### src/hdl/bpc_pkg.sv
// ----------------------------------------------------------------------------
// bpc_pkg : shared types and constants for the block permutation cipher
// Widths, register indexes and the command and status bundles between the
// controller and the datapath.
// ----------------------------------------------------------------------------
package bpc_pkg;

  localparam int unsigned MAX_BLOCK = 16;
  localparam int unsigned POS_W     = $clog2(MAX_BLOCK);
  localparam int unsigned CNT_W     = POS_W + 1;
  localparam int unsigned CHAR_W    = 8;
  localparam int unsigned KEY_W     = 64;
  localparam int unsigned ENTRY_W   = 4;
  localparam int unsigned CFG_IDX_W = 2;

  localparam logic [CFG_IDX_W-1:0] CFG_KEY_LENGTH  = 2'd0;
  localparam logic [CFG_IDX_W-1:0] CFG_KEY_MAP     = 2'd1;
  localparam logic [CFG_IDX_W-1:0] CFG_DECODE_MODE = 2'd2;
  localparam logic [CFG_IDX_W-1:0] CFG_PAD_CHAR    = 2'd3;

  localparam logic [CNT_W-1:0]  KEY_LENGTH_RESET = 5'd16;
  localparam logic [CHAR_W-1:0] PAD_CHAR_RESET   = 8'd35;

  // Commands from the controller to the datapath
  typedef struct packed {
    logic             store;     // write the accepted character, advance fill
    logic             drop;      // clear fill, invalid key
    logic             emit_load; // load one permuted character into the output
    logic             err_load;  // load the error result into the output
    logic             fill_clr;  // block finished, restart collection
    logic             fin;       // message end travels with the emitted block
    logic [POS_W-1:0] idx;       // output position being emitted
  } cmd_t;

  // Status from the datapath to the controller
  typedef struct packed {
    logic key_ok;    // key is a permutation of 0..n-1
    logic blk_full;  // this write completes the block
    logic idx_last;  // idx is the last position of the block
    logic out_free;  // output register can take a new result
  } sts_t;

  // Clamp the programmed length into 1..MAX_BLOCK
  function automatic logic [CNT_W-1:0] eff_len(input logic [CNT_W-1:0] len);
    logic [CNT_W-1:0] n;
    n = len;
    if (n == '0) begin
      n = CNT_W'(1);
    end else if (n > CNT_W'(MAX_BLOCK)) begin
      n = CNT_W'(MAX_BLOCK);
    end
    return n;
  endfunction

endpackage

### src/hdl/bpc_ctrl.sv
// ----------------------------------------------------------------------------
// bpc_ctrl : sequencer of the block permutation cipher
// Collects characters, then steps the output position over the block or
// issues the single error result.
// ----------------------------------------------------------------------------
module bpc_ctrl (
  input  logic          clk_i,
  input  logic          rst_ni,
  input  logic          in_valid_i,
  input  logic          in_end_i,
  output logic          in_ready_o,
  input  bpc_pkg::sts_t sts_i,
  output bpc_pkg::cmd_t cmd_o
);

  typedef enum logic [1:0] {
    ST_COLLECT,
    ST_EMIT,
    ST_ERROR
  } state_e;

  state_e                    state_q, state_d;
  logic [bpc_pkg::POS_W-1:0] idx_q, idx_d;
  logic                      end_q, end_d;
  logic                      accept;

  assign in_ready_o = (state_q == ST_COLLECT);
  assign accept     = in_valid_i && in_ready_o;

  always_comb begin
    state_d = state_q;
    idx_d   = idx_q;
    end_d   = end_q;
    cmd_o   = '0;
    cmd_o.idx = idx_q;
    cmd_o.fin = end_q;
    case (state_q)
      ST_COLLECT: begin
        if (accept) begin
          if (!sts_i.key_ok) begin
            cmd_o.drop = 1'b1;
            if (in_end_i) begin
              state_d = ST_ERROR;
            end
          end else begin
            cmd_o.store = 1'b1;
            if (sts_i.blk_full || in_end_i) begin
              state_d = ST_EMIT;
              idx_d   = '0;
              end_d   = in_end_i;
            end
          end
        end
      end
      ST_EMIT: begin
        if (sts_i.out_free) begin
          cmd_o.emit_load = 1'b1;
          idx_d = idx_q + 1'b1;
          if (sts_i.idx_last) begin
            cmd_o.fill_clr = 1'b1;
            state_d = ST_COLLECT;
          end
        end
      end
      ST_ERROR: begin
        if (sts_i.out_free) begin
          cmd_o.err_load = 1'b1;
          state_d = ST_COLLECT;
        end
      end
      default: begin
        state_d = ST_COLLECT;
      end
    endcase
  end

  always_ff @(posedge clk_i or negedge rst_ni) begin
    if (!rst_ni) begin
      state_q <= ST_COLLECT;
      idx_q   <= '0;
      end_q   <= 1'b0;
    end else begin
      state_q <= state_d;
      idx_q   <= idx_d;
      end_q   <= end_d;
    end
  end

endmodule

### src/hdl/bpc_dp.sv
// ----------------------------------------------------------------------------
// bpc_dp : datapath of the block permutation cipher
// Configuration registers, block store, fill count, key check, permutation
// select and the output register.
// ----------------------------------------------------------------------------
module bpc_dp (
  input  logic                          clk_i,
  input  logic                          rst_ni,
  input  logic                          cfg_we_i,
  input  logic [bpc_pkg::CFG_IDX_W-1:0] cfg_index_i,
  input  logic [bpc_pkg::KEY_W-1:0]     cfg_data_i,
  input  logic [bpc_pkg::CHAR_W-1:0]    in_char_i,
  input  bpc_pkg::cmd_t                 cmd_i,
  output bpc_pkg::sts_t                 sts_o,
  input  logic                          out_ready_i,
  output logic                          out_valid_o,
  output logic [bpc_pkg::CHAR_W-1:0]    out_char_o,
  output logic                          out_last_o,
  output logic                          out_fin_o,
  output logic                          out_err_o
);

  logic [bpc_pkg::CNT_W-1:0]  key_length_q;
  logic [bpc_pkg::KEY_W-1:0]  key_map_q;
  logic                       decode_q;
  logic [bpc_pkg::CHAR_W-1:0] pad_char_q;

  logic [bpc_pkg::CHAR_W-1:0] store_q [bpc_pkg::MAX_BLOCK];
  logic [bpc_pkg::CNT_W-1:0]  fill_q;

  logic                       out_valid_q;
  logic [bpc_pkg::CHAR_W-1:0] out_char_q;
  logic                       out_last_q, out_fin_q, out_err_q;

  logic [bpc_pkg::CNT_W-1:0]     n;
  logic [bpc_pkg::POS_W-1:0]     wr_pos;
  logic [bpc_pkg::CNT_W-1:0]     fill_next;
  logic [bpc_pkg::MAX_BLOCK-1:0] seen, want;
  logic                          range_ok;
  logic [bpc_pkg::POS_W-1:0]     key_k [bpc_pkg::MAX_BLOCK];
  logic [bpc_pkg::POS_W-1:0]     inv_pos, src_pos;
  logic [bpc_pkg::CHAR_W-1:0]    emit_char;

  assign n = bpc_pkg::eff_len(key_length_q);

  // Key entries and permutation check
  always_comb begin
    seen     = '0;
    range_ok = 1'b1;
    inv_pos  = '0;
    for (int k = 0; k < bpc_pkg::MAX_BLOCK; k++) begin
      key_k[k] = key_map_q[k*bpc_pkg::ENTRY_W +: bpc_pkg::POS_W];
      if (bpc_pkg::CNT_W'(k) < n) begin
        if ({1'b0, key_k[k]} >= n) begin
          range_ok = 1'b0;
        end
        seen[key_k[k]] = 1'b1;
        if (key_k[k] == cmd_i.idx) begin
          inv_pos = bpc_pkg::POS_W'(k);
        end
      end
    end
  end

  assign want = bpc_pkg::MAX_BLOCK'(({{bpc_pkg::MAX_BLOCK{1'b0}}, 1'b1} << n) - 1'b1);

  // A stale fill count restarts collection at position zero
  assign wr_pos    = (fill_q >= n) ? '0 : fill_q[bpc_pkg::POS_W-1:0];
  assign fill_next = {1'b0, wr_pos} + 1'b1;

  // Gather by key when encrypting, by inverse key when decrypting
  assign src_pos   = decode_q ? inv_pos : key_k[cmd_i.idx];
  assign emit_char = ({1'b0, src_pos} >= fill_q) ? pad_char_q : store_q[src_pos];

  assign sts_o.key_ok   = range_ok && (seen == want);
  assign sts_o.blk_full = (fill_next >= n);
  assign sts_o.idx_last = ({1'b0, cmd_i.idx} == (n - 1'b1));
  assign sts_o.out_free = !out_valid_q || out_ready_i;

  always_ff @(posedge clk_i or negedge rst_ni) begin
    if (!rst_ni) begin
      key_length_q <= bpc_pkg::KEY_LENGTH_RESET;
      key_map_q    <= '0;
      decode_q     <= 1'b0;
      pad_char_q   <= bpc_pkg::PAD_CHAR_RESET;
    end else if (cfg_we_i) begin
      case (cfg_index_i)
        bpc_pkg::CFG_KEY_LENGTH:  key_length_q <= cfg_data_i[bpc_pkg::CNT_W-1:0];
        bpc_pkg::CFG_KEY_MAP:     key_map_q    <= cfg_data_i;
        bpc_pkg::CFG_DECODE_MODE: decode_q     <= cfg_data_i[0];
        bpc_pkg::CFG_PAD_CHAR:    pad_char_q   <= cfg_data_i[bpc_pkg::CHAR_W-1:0];
        default: ;
      endcase
    end
  end

  always_ff @(posedge clk_i or negedge rst_ni) begin
    if (!rst_ni) begin
      fill_q <= '0;
    end else if (cmd_i.drop || cmd_i.fill_clr) begin
      fill_q <= '0;
    end else if (cmd_i.store) begin
      fill_q <= fill_next;
    end
  end

  always_ff @(posedge clk_i) begin
    if (cmd_i.store) begin
      store_q[wr_pos] <= in_char_i;
    end
  end

  always_ff @(posedge clk_i or negedge rst_ni) begin
    if (!rst_ni) begin
      out_valid_q <= 1'b0;
    end else if (cmd_i.emit_load || cmd_i.err_load) begin
      out_valid_q <= 1'b1;
    end else if (out_ready_i) begin
      out_valid_q <= 1'b0;
    end
  end

  always_ff @(posedge clk_i) begin
    if (cmd_i.emit_load) begin
      out_char_q <= emit_char;
      out_last_q <= sts_o.idx_last;
      out_fin_q  <= sts_o.idx_last && cmd_i.fin;
      out_err_q  <= 1'b0;
    end else if (cmd_i.err_load) begin
      out_char_q <= '0;
      out_last_q <= 1'b1;
      out_fin_q  <= 1'b1;
      out_err_q  <= 1'b1;
    end
  end

  assign out_valid_o = out_valid_q;
  assign out_char_o  = out_char_q;
  assign out_last_o  = out_last_q;
  assign out_fin_o   = out_fin_q;
  assign out_err_o   = out_err_q;

endmodule

### src/hdl/block_permutation_cipher.sv
// ----------------------------------------------------------------------------
// block_permutation_cipher : block transposition cipher, one byte per request
// Collects message bytes into blocks of key_length and emits each block
// permuted by the programmed key, padding a final partial block.
// ----------------------------------------------------------------------------
// Usage:
//   Input stream: tdata carries one message byte, tlast marks the last byte
//   of the message. A request is taken at a clock edge with tvalid and tready
//   high. While a block is being collected a byte is taken every cycle.
//   When a block completes (or the message ends) the block is emitted, one
//   byte per cycle while the output register is free, and no input is taken
//   meanwhile. The first byte of a block is loaded into the output register
//   from the emit state, once that register is free.
//   Output stream: tdata is the permuted byte, tlast marks the last byte of
//   the block, tuser[0] marks the last byte of the message, tuser[1] marks
//   the single error result sent at message end when the key is not a
//   permutation of 0..key_length-1 (data is then dropped).
//   A single output register parts the two sides: a stalled receiver holds
//   the emission at the current byte, and a new byte may be collected while
//   the final result of a block still waits.
//   Configuration: write the register index and data with cfg_valid_i; it is
//   always ready; the user must write it only while the block is idle, which is unchecked.
//   Reset: key_length 16, key_map zero, encode mode, pad '#', no partial
//   block held; the block store holds no meaningful data until written.
// ----------------------------------------------------------------------------
module block_permutation_cipher (
  input  logic                          clk_i,
  input  logic                          rst_ni,
  // configuration write channel
  input  logic                          cfg_valid_i,
  output logic                          cfg_ready_o,
  input  logic [bpc_pkg::CFG_IDX_W-1:0] cfg_index_i,
  input  logic [bpc_pkg::KEY_W-1:0]     cfg_data_i,
  // input stream
  input  logic                          s_axis_tvalid,
  output logic                          s_axis_tready,
  input  logic [7:0]                    s_axis_tdata,  // [7:0] data_char
  input  logic                          s_axis_tlast,  // message_end
  // output stream
  output logic                          m_axis_tvalid,
  input  logic                          m_axis_tready,
  output logic [7:0]                    m_axis_tdata,  // [7:0] out_char
  output logic                          m_axis_tlast,  // run_last
  output logic [1:0]                    m_axis_tuser   // [0] final_of_message, [1] key_error
);

  bpc_pkg::cmd_t cmd;
  bpc_pkg::sts_t sts;
  logic          out_fin, out_err;

  // Configuration is always taken
  assign cfg_ready_o = 1'b1;

  bpc_ctrl u_ctrl (
    .clk_i      (clk_i),
    .rst_ni     (rst_ni),
    .in_valid_i (s_axis_tvalid),
    .in_end_i   (s_axis_tlast),
    .in_ready_o (s_axis_tready),
    .sts_i      (sts),
    .cmd_o      (cmd)
  );

  bpc_dp u_dp (
    .clk_i       (clk_i),
    .rst_ni      (rst_ni),
    .cfg_we_i    (cfg_valid_i && cfg_ready_o),
    .cfg_index_i (cfg_index_i),
    .cfg_data_i  (cfg_data_i),
    .in_char_i   (s_axis_tdata),
    .cmd_i       (cmd),
    .sts_o       (sts),
    .out_ready_i (m_axis_tready),
    .out_valid_o (m_axis_tvalid),
    .out_char_o  (m_axis_tdata),
    .out_last_o  (m_axis_tlast),
    .out_fin_o   (out_fin),
    .out_err_o   (out_err)
  );

  assign m_axis_tuser = {out_err, out_fin};

  // An error result is a lone zero byte closing the message
  a_err_result : assert property (@(posedge clk_i) disable iff (!rst_ni)
    (m_axis_tvalid && m_axis_tuser[1]) |->
      (m_axis_tdata == '0 && m_axis_tlast && m_axis_tuser[0]))
    else $error("error result malformed");

  // Message end only on the last byte of a block
  a_fin_last : assert property (@(posedge clk_i) disable iff (!rst_ni)
    (m_axis_tvalid && m_axis_tuser[0]) |-> m_axis_tlast)
    else $error("final_of_message without run_last");

  // Bytes are stored only on an accepted request, never during emission
  a_store_on_accept : assert property (@(posedge clk_i) disable iff (!rst_ni)
    cmd.store |-> (s_axis_tvalid && s_axis_tready && !cmd.emit_load))
    else $error("store without accepted request");

  // A result is loaded only when the output register is free
  a_load_free : assert property (@(posedge clk_i) disable iff (!rst_ni)
    (cmd.emit_load || cmd.err_load) |-> (!$past(1'b0) && sts.out_free))
    else $error("output overwritten");

endmodule

### config.mk
export PLATFORM = sky130hd
export DESIGN_NAME = block_permutation_cipher
export DESIGN_NICKNAME = d
export VERILOG_FILES = /design/src/hdl/bpc_pkg.sv /design/src/hdl/bpc_ctrl.sv /design/src/hdl/bpc_dp.sv /design/src/hdl/block_permutation_cipher.sv
export SDC_FILE = /design/constraint.sdc
export NUM_CORES = 1
export LEC_CHECK = 0
export BUFFER_PORTS_ARGS = -buffer_cell sky130_fd_sc_hd__buf_2
export CORE_MARGIN = 1.5
export CORE_UTILIZATION = 34
export DETAILED_ROUTE_END_ITERATION = 7
export PLACE_DENSITY_LB_ADDON = 0.25
export SYNTH_ARGS = -nofsm -noshare
export SYNTH_HDL_FRONTEND = slang
export SYNTH_SLANG_ARGS = --single-unit
export TNS_END_PERCENT = 30
### constraint.sdc
create_clock -name clk_i -period 13.4 [get_ports clk_i]
set_input_delay 4.02 -clock clk_i [delete_from_list [all_inputs] [get_ports clk_i]]
set_output_delay 4.02 -clock clk_i [all_outputs]
set_load 0.02 [all_outputs]
# --- Word level (Yosys, flattened, before mapping) ---
# Memory sizes are Yosys's and may differ from the RTL's.
# Cells that the tools add are included.
op_classes:
  eq_ne: 30
  n_bitwise: 16
  order_cmp: 69
  n_reduce_logical: 38
  shifts: 1
  add_sub_neg: 4
  mux: 152
ops:
  columns: ["op", "count"]
  rows:
  - ["two-way mux 16 bit", 16]
  - ["OR 16 bit", 15]
  - ["two-way mux 4 bit", 37]
  - [">= comparator 4 x 5 -> 1 bit", 17]
  - ["less-than comparator 4 x 5 -> 1 bit, second input constant", 16]
  - ["demux 1 bit (select 4 bit)", 16]
  - [">= comparator 4 x 1 -> 1 bit, second input constant", 16]
  - ["two-way mux 1 bit", 64]
  - ["equality test 4 bit", 15]
  - ["less-than comparator 4 x 5 -> 1 bit, first input constant", 8]
  - ["two-way mux 8 bit", 3]
  - ["less-than comparator 3 x 5 -> 1 bit, first input constant", 4]
  - ["two-way mux 5 bit", 4]
  - ["logical AND 1 bit", 19]
  - ["two-way mux 2 bit", 9]
  - ["binary-select mux 4 bit (select 4 bit)", 1]
  - ["equality test 16 bit", 1]
  - ["left shift 1 x 5 -> 16 bit, first input constant", 1]
  - ["subtractor 16 x 1 -> 16 bit, second input constant", 1]
  - [">= comparator 5 bit", 2]
  - ["less-than comparator 1 x 5 -> 1 bit, first input constant", 2]
  - ["less-than comparator 2 x 5 -> 1 bit, first input constant", 2]
  - ["!= test 2 bit, second input constant", 5]
  - ["one-hot mux 4 bit (2 select lines)", 1]
  - ["other kinds (21)", 35]
totals:
  memories: 1
  input_bits: 80
  reg_bits: 102
  elab_cells: 324
  ramBits: 128
  output_inout_bits: 14
mem_list:
  columns: ["memory", "words", "word_bits", "rd", "rd_clocked_by_memory_dff", "write_ports", "line", "rtl"]
  rows:
  - ["u_dp.store_q", 16, 8, 1, 0, 1, "bpc_dp.sv:28", "logic [bpc_pkg::CHAR_W-1:0] store_q [bpc_pkg::MAX_BLOCK];"]

# --- Depth between registers and ports, before layout ---
depth:
  word_depth: 42
  mapped_depth: 26

# --- By module ---
# Synthesis repeated with hierarchy kept, for this count alone.
unflattened:
  hier_cells: 1484
  hier_area_um2: 15522.4
modules_own_cells:
  columns: ["mod", "n_inst", "cells_per_inst", "area_each_um2"]
  rows:
  - ["bpc_dp", 1, 1439, 15068.2]
  - ["bpc_ctrl", 1, 41, 427.9]
  - ["block_permutation_cipher", 1, 4, 26.3]

# --- Worst setup path before layout ---
# No wires, ideal clock.
synth_path:
  path_type: "flip-flop to flip-flop"
  startpoint: "reg u_dp.key_length_q[2] (netlist bit)"
  endpoint: "reg u_dp.out_char_q (netlist bit u_dp.out_char_o[0]) (data pin)"
  path_stages_with_launch: 27
  synth_period_minus_slack_ps: 5998
  setup_time_ps: 134
  arrival_time_ps: 5863
  setup_slack_ps: 7402
  cell_sequence: "dfrtp_1 buf_6 clkbuf_1 clkbuf_1 nor3_1 nor2_1 nor2_1 ha_1 or4b_1 buf_2 o211ai_1 a21oi_1 o21a_1 o221ai_1 buf_2 buf_2 ha_1 nand2b_1 a21o_1 a21o_1 a21oi_1 nor2_1 or3_1 buf_1 a221oi_1 o21ai_0 nand2_1"
synth_via:
  elab_chain_cells: 37
  elab_cells_between_ends: 53
  cone_classes: "order compare: 17; mux: 34; reduce/logical: 1; memory: 1"
synth_rtl:
  columns: ["item", "line", "rtl"]
  rows:
  - ["start, declared", "bpc_dp.sv:23", "logic [bpc_pkg::CNT_W-1:0] key_length_q;"]
  - ["start signal, assigned", "bpc_dp.sv:82", "key_length_q <= bpc_pkg::KEY_LENGTH_RESET;"]
  - ["start signal, assigned", "bpc_dp.sv:88", "bpc_pkg::CFG_KEY_LENGTH: key_length_q <= cfg_data_i[bpc_pkg::CNT_W-1:0];"]
  - ["greater-than comparator 5 bit", "bpc_pkg.sv:49", "end else if (n > CNT_W'(MAX_BLOCK)) begin"]
  - ["two-way mux 5 bit", "bpc_pkg.sv:49", null]
  - ["two-way mux 5 bit *", "bpc_pkg.sv:47", "if (n == '0) begin"]
  - ["less-than comparator 1 x 5 -> 1 bit", "bpc_dp.sv:53", "if (bpc_pkg::CNT_W'(k) < n) begin"]
  - ["two-way mux 4 bit", "bpc_dp.sv:53", null]
  - ["two-way mux 4 bit", "bpc_dp.sv:58", "if (key_k[k] == cmd_i.idx) begin"]
  - ["two-way mux 4 bit", "bpc_dp.sv:53", null]
  - ["two-way mux 4 bit", "bpc_dp.sv:58", null]
  - ["[... 21 more ...]", null, null]
  - ["two-way mux 4 bit", "bpc_dp.sv:58", null]
  - ["two-way mux 4 bit", "bpc_dp.sv:53", null]
  - ["two-way mux 4 bit", "bpc_dp.sv:58", null]
  - ["two-way mux 4 bit *", "bpc_dp.sv:53", null]
  - ["two-way mux 4 bit *", "bpc_dp.sv:72", "assign src_pos = decode_q ? inv_pos : key_k[cmd_i.idx];"]
  - ["memory read (16 x 8 bit) / >= comparator 4 x 5 -> 1 bit (equally long branches)", null, null]
  - ["two-way mux 8 bit *", "bpc_dp.sv:73", "assign emit_char = ({1'b0, src_pos} >= fill_q) ? pad_char_q : store_q[src_pos];"]
  - ["two-way mux 8 bit *", "bpc_dp.sv:124", "if (cmd_i.emit_load) begin"]
  - ["end signal, assigned", "bpc_dp.sv:125", "out_char_q <= emit_char;"]
  - ["end, declared", "bpc_dp.sv:32", "logic [bpc_pkg::CHAR_W-1:0] out_char_q;"]
# Mark *: on every way between the ends. The rest lies on a longest branch, timed or not.
# A chain may end at the register's enable or synchronous reset.

# --- Worst setup path after layout ---
layout_path:
  startpoint: "reg u_dp.key_length_q[4] (netlist bit)"
  endpoint: "mem u_dp.store_q[10][1] (netlist bit), enable pin"
layout_via:
  elab_chain_cells: 42
  elab_cells_between_ends: 110
  cone_classes: "add/sub: 1; order compare: 34; eq/ne: 1; shift: 1; mux: 56; bitwise: 15; reduce/logical: 2"
layout_rtl:
  columns: ["item", "line", "rtl"]
  rows:
  - ["greater-than comparator 5 bit", "bpc_pkg.sv:49", null]
  - ["two-way mux 5 bit", "bpc_pkg.sv:49", null]
  - ["two-way mux 5 bit *", "bpc_pkg.sv:47", null]
  - ["less-than comparator 1 x 5 -> 1 bit / >= comparator 4 x 5 -> 1 bit (equally long branches)", "bpc_dp.sv:53, bpc_dp.sv:54", null]
  - ["two-way mux 16 bit / two-way mux 1 bit (equally long branches)", "bpc_dp.sv:53, bpc_dp.sv:54", null]
  - ["OR 16 bit (no source line) / two-way mux 1 bit (equally long branches)", null, null]
  - ["two-way mux 16 bit / two-way mux 1 bit (equally long branches)", "bpc_dp.sv:53, bpc_dp.sv:54", null]
  - ["OR 16 bit (no source line) / two-way mux 1 bit (equally long branches)", null, null]
  - ["[... 26 more ...]", null, null]
  - ["two-way mux 16 bit / two-way mux 1 bit (equally long branches)", "bpc_dp.sv:53, bpc_dp.sv:54", null]
  - ["equality test 16 bit / two-way mux 1 bit (equally long branches)", "bpc_dp.sv:75, bpc_dp.sv:53", null]
  - ["logical AND 1 bit", "bpc_dp.sv:75", "assign sts_o.key_ok = range_ok && (seen == want);"]
  - ["two-way mux 1 bit", "bpc_ctrl.sv:40", "if (!sts_i.key_ok) begin"]
  - ["two-way mux 2 bit", "bpc_ctrl.sv:39", "if (accept) begin"]
  - ["two-way mux 2 bit", "bpc_ctrl.sv:37", "case (state_q)"]
  - ["two-way mux 1 bit", "bpc_dp.sv:108", "if (cmd_i.store) begin"]
  - ["two-way mux 1 bit (not written as such)", "bpc_dp.sv:109", "store_q[wr_pos] <= in_char_i;"]
  - ["end, declared", "bpc_dp.sv:28", null]
# Marked as above.

==> results.sh <==
export IMPL_outcome="complete, but fails checks"
export IMPL_violations="DRC"
export IMPL_die_area_mm2=0.0487
export IMPL_ant_nets=0
export IMPL_die_y_um=221
export IMPL_grt_max_degree=65
export IMPL_routedWlPerCell_um=28.0
export IMPL_synthDistinctLibCells=93
export IMPL_cellPowerDensity_mw_per_mm2=154
export IMPL_hold_violations=0
export IMPL_final_cell_mix="138 x edfxtp_1, 91 x nand2_1, 91 x buf_2"
export IMPL_setup_violations=0
export IMPL_io_buffers=92
export IMPL_layout_commonest_cell="edfxtp_1"
export IMPL_grt_setup_unrepaired="false"
export IMPL_fin_nets=1753
export IMPL_yosysSeqAreaShare_pct=40.0
export IMPL_ir_drop_mv=0.110
export IMPL_grt_pass1_vias=13214
export IMPL_hpwl_um=46400
export IMPL_grt_overflow_total=0
export IMPL_p_leak_uw=0.00679
export IMPL_gp_congestion=1.03
export IMPL_rows=79
export IMPL_timing_rr_start="u_dp.key_length_q[4]"
export IMPL_fin_crit_sh_pct=53.7
export IMPL_fin_cells=2215
export IMPL_place_area_mm2=0.0170
export IMPL_r2r_slack_ns=6.20
export IMPL_crit_type="reg2reg"
export IMPL_grt_usage_pct=25.3
export IMPL_yosysWarnings=0
export IMPL_post_cts_resize_count=0
export IMPL_drv_slew=0
export IMPL_synth_flop_cell="edfxtp_1"
export IMPL_endpoint_kind="register"
export IMPL_post_cts_buffers=0
export IMPL_path_max_fanout=55
export IMPL_holdBufCountCts=0
export IMPL_wl_um=62000
export IMPL_syn_avg_cell_area_um2=10.3
export IMPL_whs_path_depth=2
export IMPL_synth_area_mm2=0.0161
export IMPL_num_vias=13607
export IMPL_vias_per_cell=6.14
export IMPL_reg2reg_depth=15
export IMPL_drt_iter0_markers=1355
export IMPL_clk_pin_slew_ns=0.06
export IMPL_fin_area_mm2=0.0179
export IMPL_startpoint="u_dp.key_length_q[4]"
export IMPL_start_kind="register"
export IMPL_ys_async_sr_fraction_pct=39.6
export IMPL_drc=3
export IMPL_dp_cells=2167
export IMPL_coreArea_mm2=0.0467
export IMPL_layout_drive_gt1_share_pct=18.7
export IMPL_fin_crit_ns=7.20
export IMPL_firstDrtPassIters=8
export IMPL_synth_cells=1564
export IMPL_cts_sinks=230
export IMPL_cts_tree="built"
export IMPL_cp_arrival_ns=7.36
export IMPL_relSlewSlack_pct=21.1
export IMPL_setup_worst_path_end="u_dp.store_q[10][1]"
export IMPL_grt_antenna_before_repair=1
export IMPL_ys_ff_latch=230
export IMPL_fp_dieW_um=221
export IMPL_io_pins=94
export IMPL_initial_core_util_pct=34.6
export IMPL_area_growth_pct=10.7
export IMPL_h_tree_depth=1
export IMPL_clock_path_buffers=3
export IMPL_cts_root_buffer="clkbuf_16"
export IMPL_max_freq_ghz=0.139
export IMPL_clock_skew_ns=0.0212
export IMPL_worstReg2RegEnd="u_dp.store_q[10][1]"
export IMPL_max_cap_viol_count=0
export IMPL_cts_buffers=26
export IMPL_worst_skew_pair_late_latency_ns=0.57
export IMPL_syn_nets=1729
export IMPL_fin_hold_ws_ns=0.465
export IMPL_tns_ns=0
export IMPL_num_antenna_cells=0
export IMPL_worstMarginPinSlew_ns=1.15
export IMPL_synth_edf_count=138
export IMPL_required_ns=13.56
export IMPL_hold_class="reg2reg"
export IMPL_grt_pass1_wl_um=90000
-- flip-flops by register name, summed over array words and instances (netlist names) --
| register | cells |
|---|---|
| u_ctrl.end_q | 1 |
| u_ctrl.idx_q | 4 |
| u_ctrl.state_q | 2 |
| u_dp.decode_q | 1 |
| u_dp.fill_q | 5 |
| u_dp.key_length_q | 5 |
| u_dp.key_map_q | 64 |
| u_dp.out_char_o | 8 |
| u_dp.out_err_o | 1 |
| u_dp.out_fin_o | 1 |
| u_dp.out_last_o | 1 |
| u_dp.out_valid_o | 1 |
| u_dp.pad_char_q | 8 |
| u_dp.store_q | 128 |
-- kinds of logic (layout without fill, tap and decap cells) --
logic type | Yosys count | in the layout | synth area share, %
other | 1 | 1 | 0.0233
adders and majority gates | 85 | 85 | 6.60
AOI/OAI and AO/OA | 317 | 317 | 14.6
buffers and inverters | 172 | 216 | 4.84
xor gates and xnor gates | 71 | 71 | 3.86
DFF | 230 | 230 | 40.0
muxes | 161 | 161 | 12.2
and+or+nand+nor | 527 | 527 | 18.0
-- cells in the mapped netlist (15+ instances only) --
| cell | number | share of area [%] |
|---|---|---|
| nand3_1 | 36 | 1.1 |
| nor2_1 | 86 | 2.0 |
| nand2_1 | 91 | 2.1 |
| nor3_1 | 63 | 2.0 |
| nand4_1 | 26 | 1.0 |
| ha_1 | 85 | 6.6 |
| mux4_2 | 20 | 2.8 |
| o22ai_1 | 22 | 0.85 |
| xor2_1 | 32 | 1.7 |
| a21o_1 | 16 | 0.74 |
| o21ai_0 | 49 | 1.5 |
| a32oi_1 | 15 | 0.81 |
| mux2i_1 | 63 | 3.9 |
| edfxtp_1 | 138 | 26 |
| a21oi_1 | 44 | 1.4 |
| or3_1 | 28 | 1.1 |
| nor2b_1 | 27 | 1.0 |
| dfrtp_1 | 87 | 14 |
| or4_1 | 15 | 0.70 |
| xnor2_1 | 39 | 2.1 |
| nand2b_1 | 50 | 1.9 |
| nor4_1 | 28 | 1.1 |
| clkbuf_1 | 68 | 1.6 |
| buf_2 | 24 | 0.74 |
| mux2_2 | 78 | 5.4 |
| inv_1 | 49 | 1.1 |
-- critical path, cell delays in order, from the launching register on --
cell	delay (ns)
dfstp_2	0.51
buf_4	0.58
inv_1	0.44
nand2_1	0.14
buf_4	0.37
ha_1	0.38
or4b_1	0.67
nand3_1	0.19
o2111ai_1	0.27
or4_1	0.67
o21ai_1	0.19
nand4_1	0.10
or4_4	0.47
nor3_4	0.31
nand3_2	0.43
nor3_1	1.05
-- final cells by class --
cell class	count	area (um^2)
sequential	230	6450
fill	4645	28800
inverter	49	184
multi-input combinational	1162	8930
timing repair buffer	119	666
clock inverter	17	195
clock buffer	31	669
tap	607	759
-- stage by stage --
step / total power (uW) / util [%] / setup WS (ns)
final: 2750 / 38.3 / 6.20
after floorplan: 1620 / - / 7.40
after detailed placement: 2020 / 36.4 / 6.30
after CTS: 2750 / 38.3 / 6.26
after global placement: 2020 / 36.4 / 6.39
after global routing: 2880 / 38.3 / 5.89
-- routing by layer --
layer | GRT usage [%] | up-vias | part of all wire, %
met3 | 3.86 | 171 | 7.1
met2 | 42.0 | 680 | 47
met4 | 12.2 | 2 | 5.3
met5 | 0 | - | 0.027
li1 | - | 6013 | -
met1 | 32.2 | 6741 | 40
-- power breakdown --
part,switching [uW],internal [uW],leakage [uW]
clock,297,418,0.000413
sequential,159,799,0.00233
combinational,678,403,0.00404
-- worst min path at each step --
stage	from	to
global route	u_dp.out_err_o	u_dp.out_err_o
floorplan	u_dp.out_err_o	u_dp.out_err_o
global placement	u_dp.out_err_o	u_dp.out_err_o
finish	u_dp.out_err_o	u_dp.out_err_o
CTS	u_dp.out_err_o	u_dp.out_err_o
detailed placement	u_dp.out_err_o	u_dp.out_err_o
Note: power is estimated with default switching activity, not from simulation.
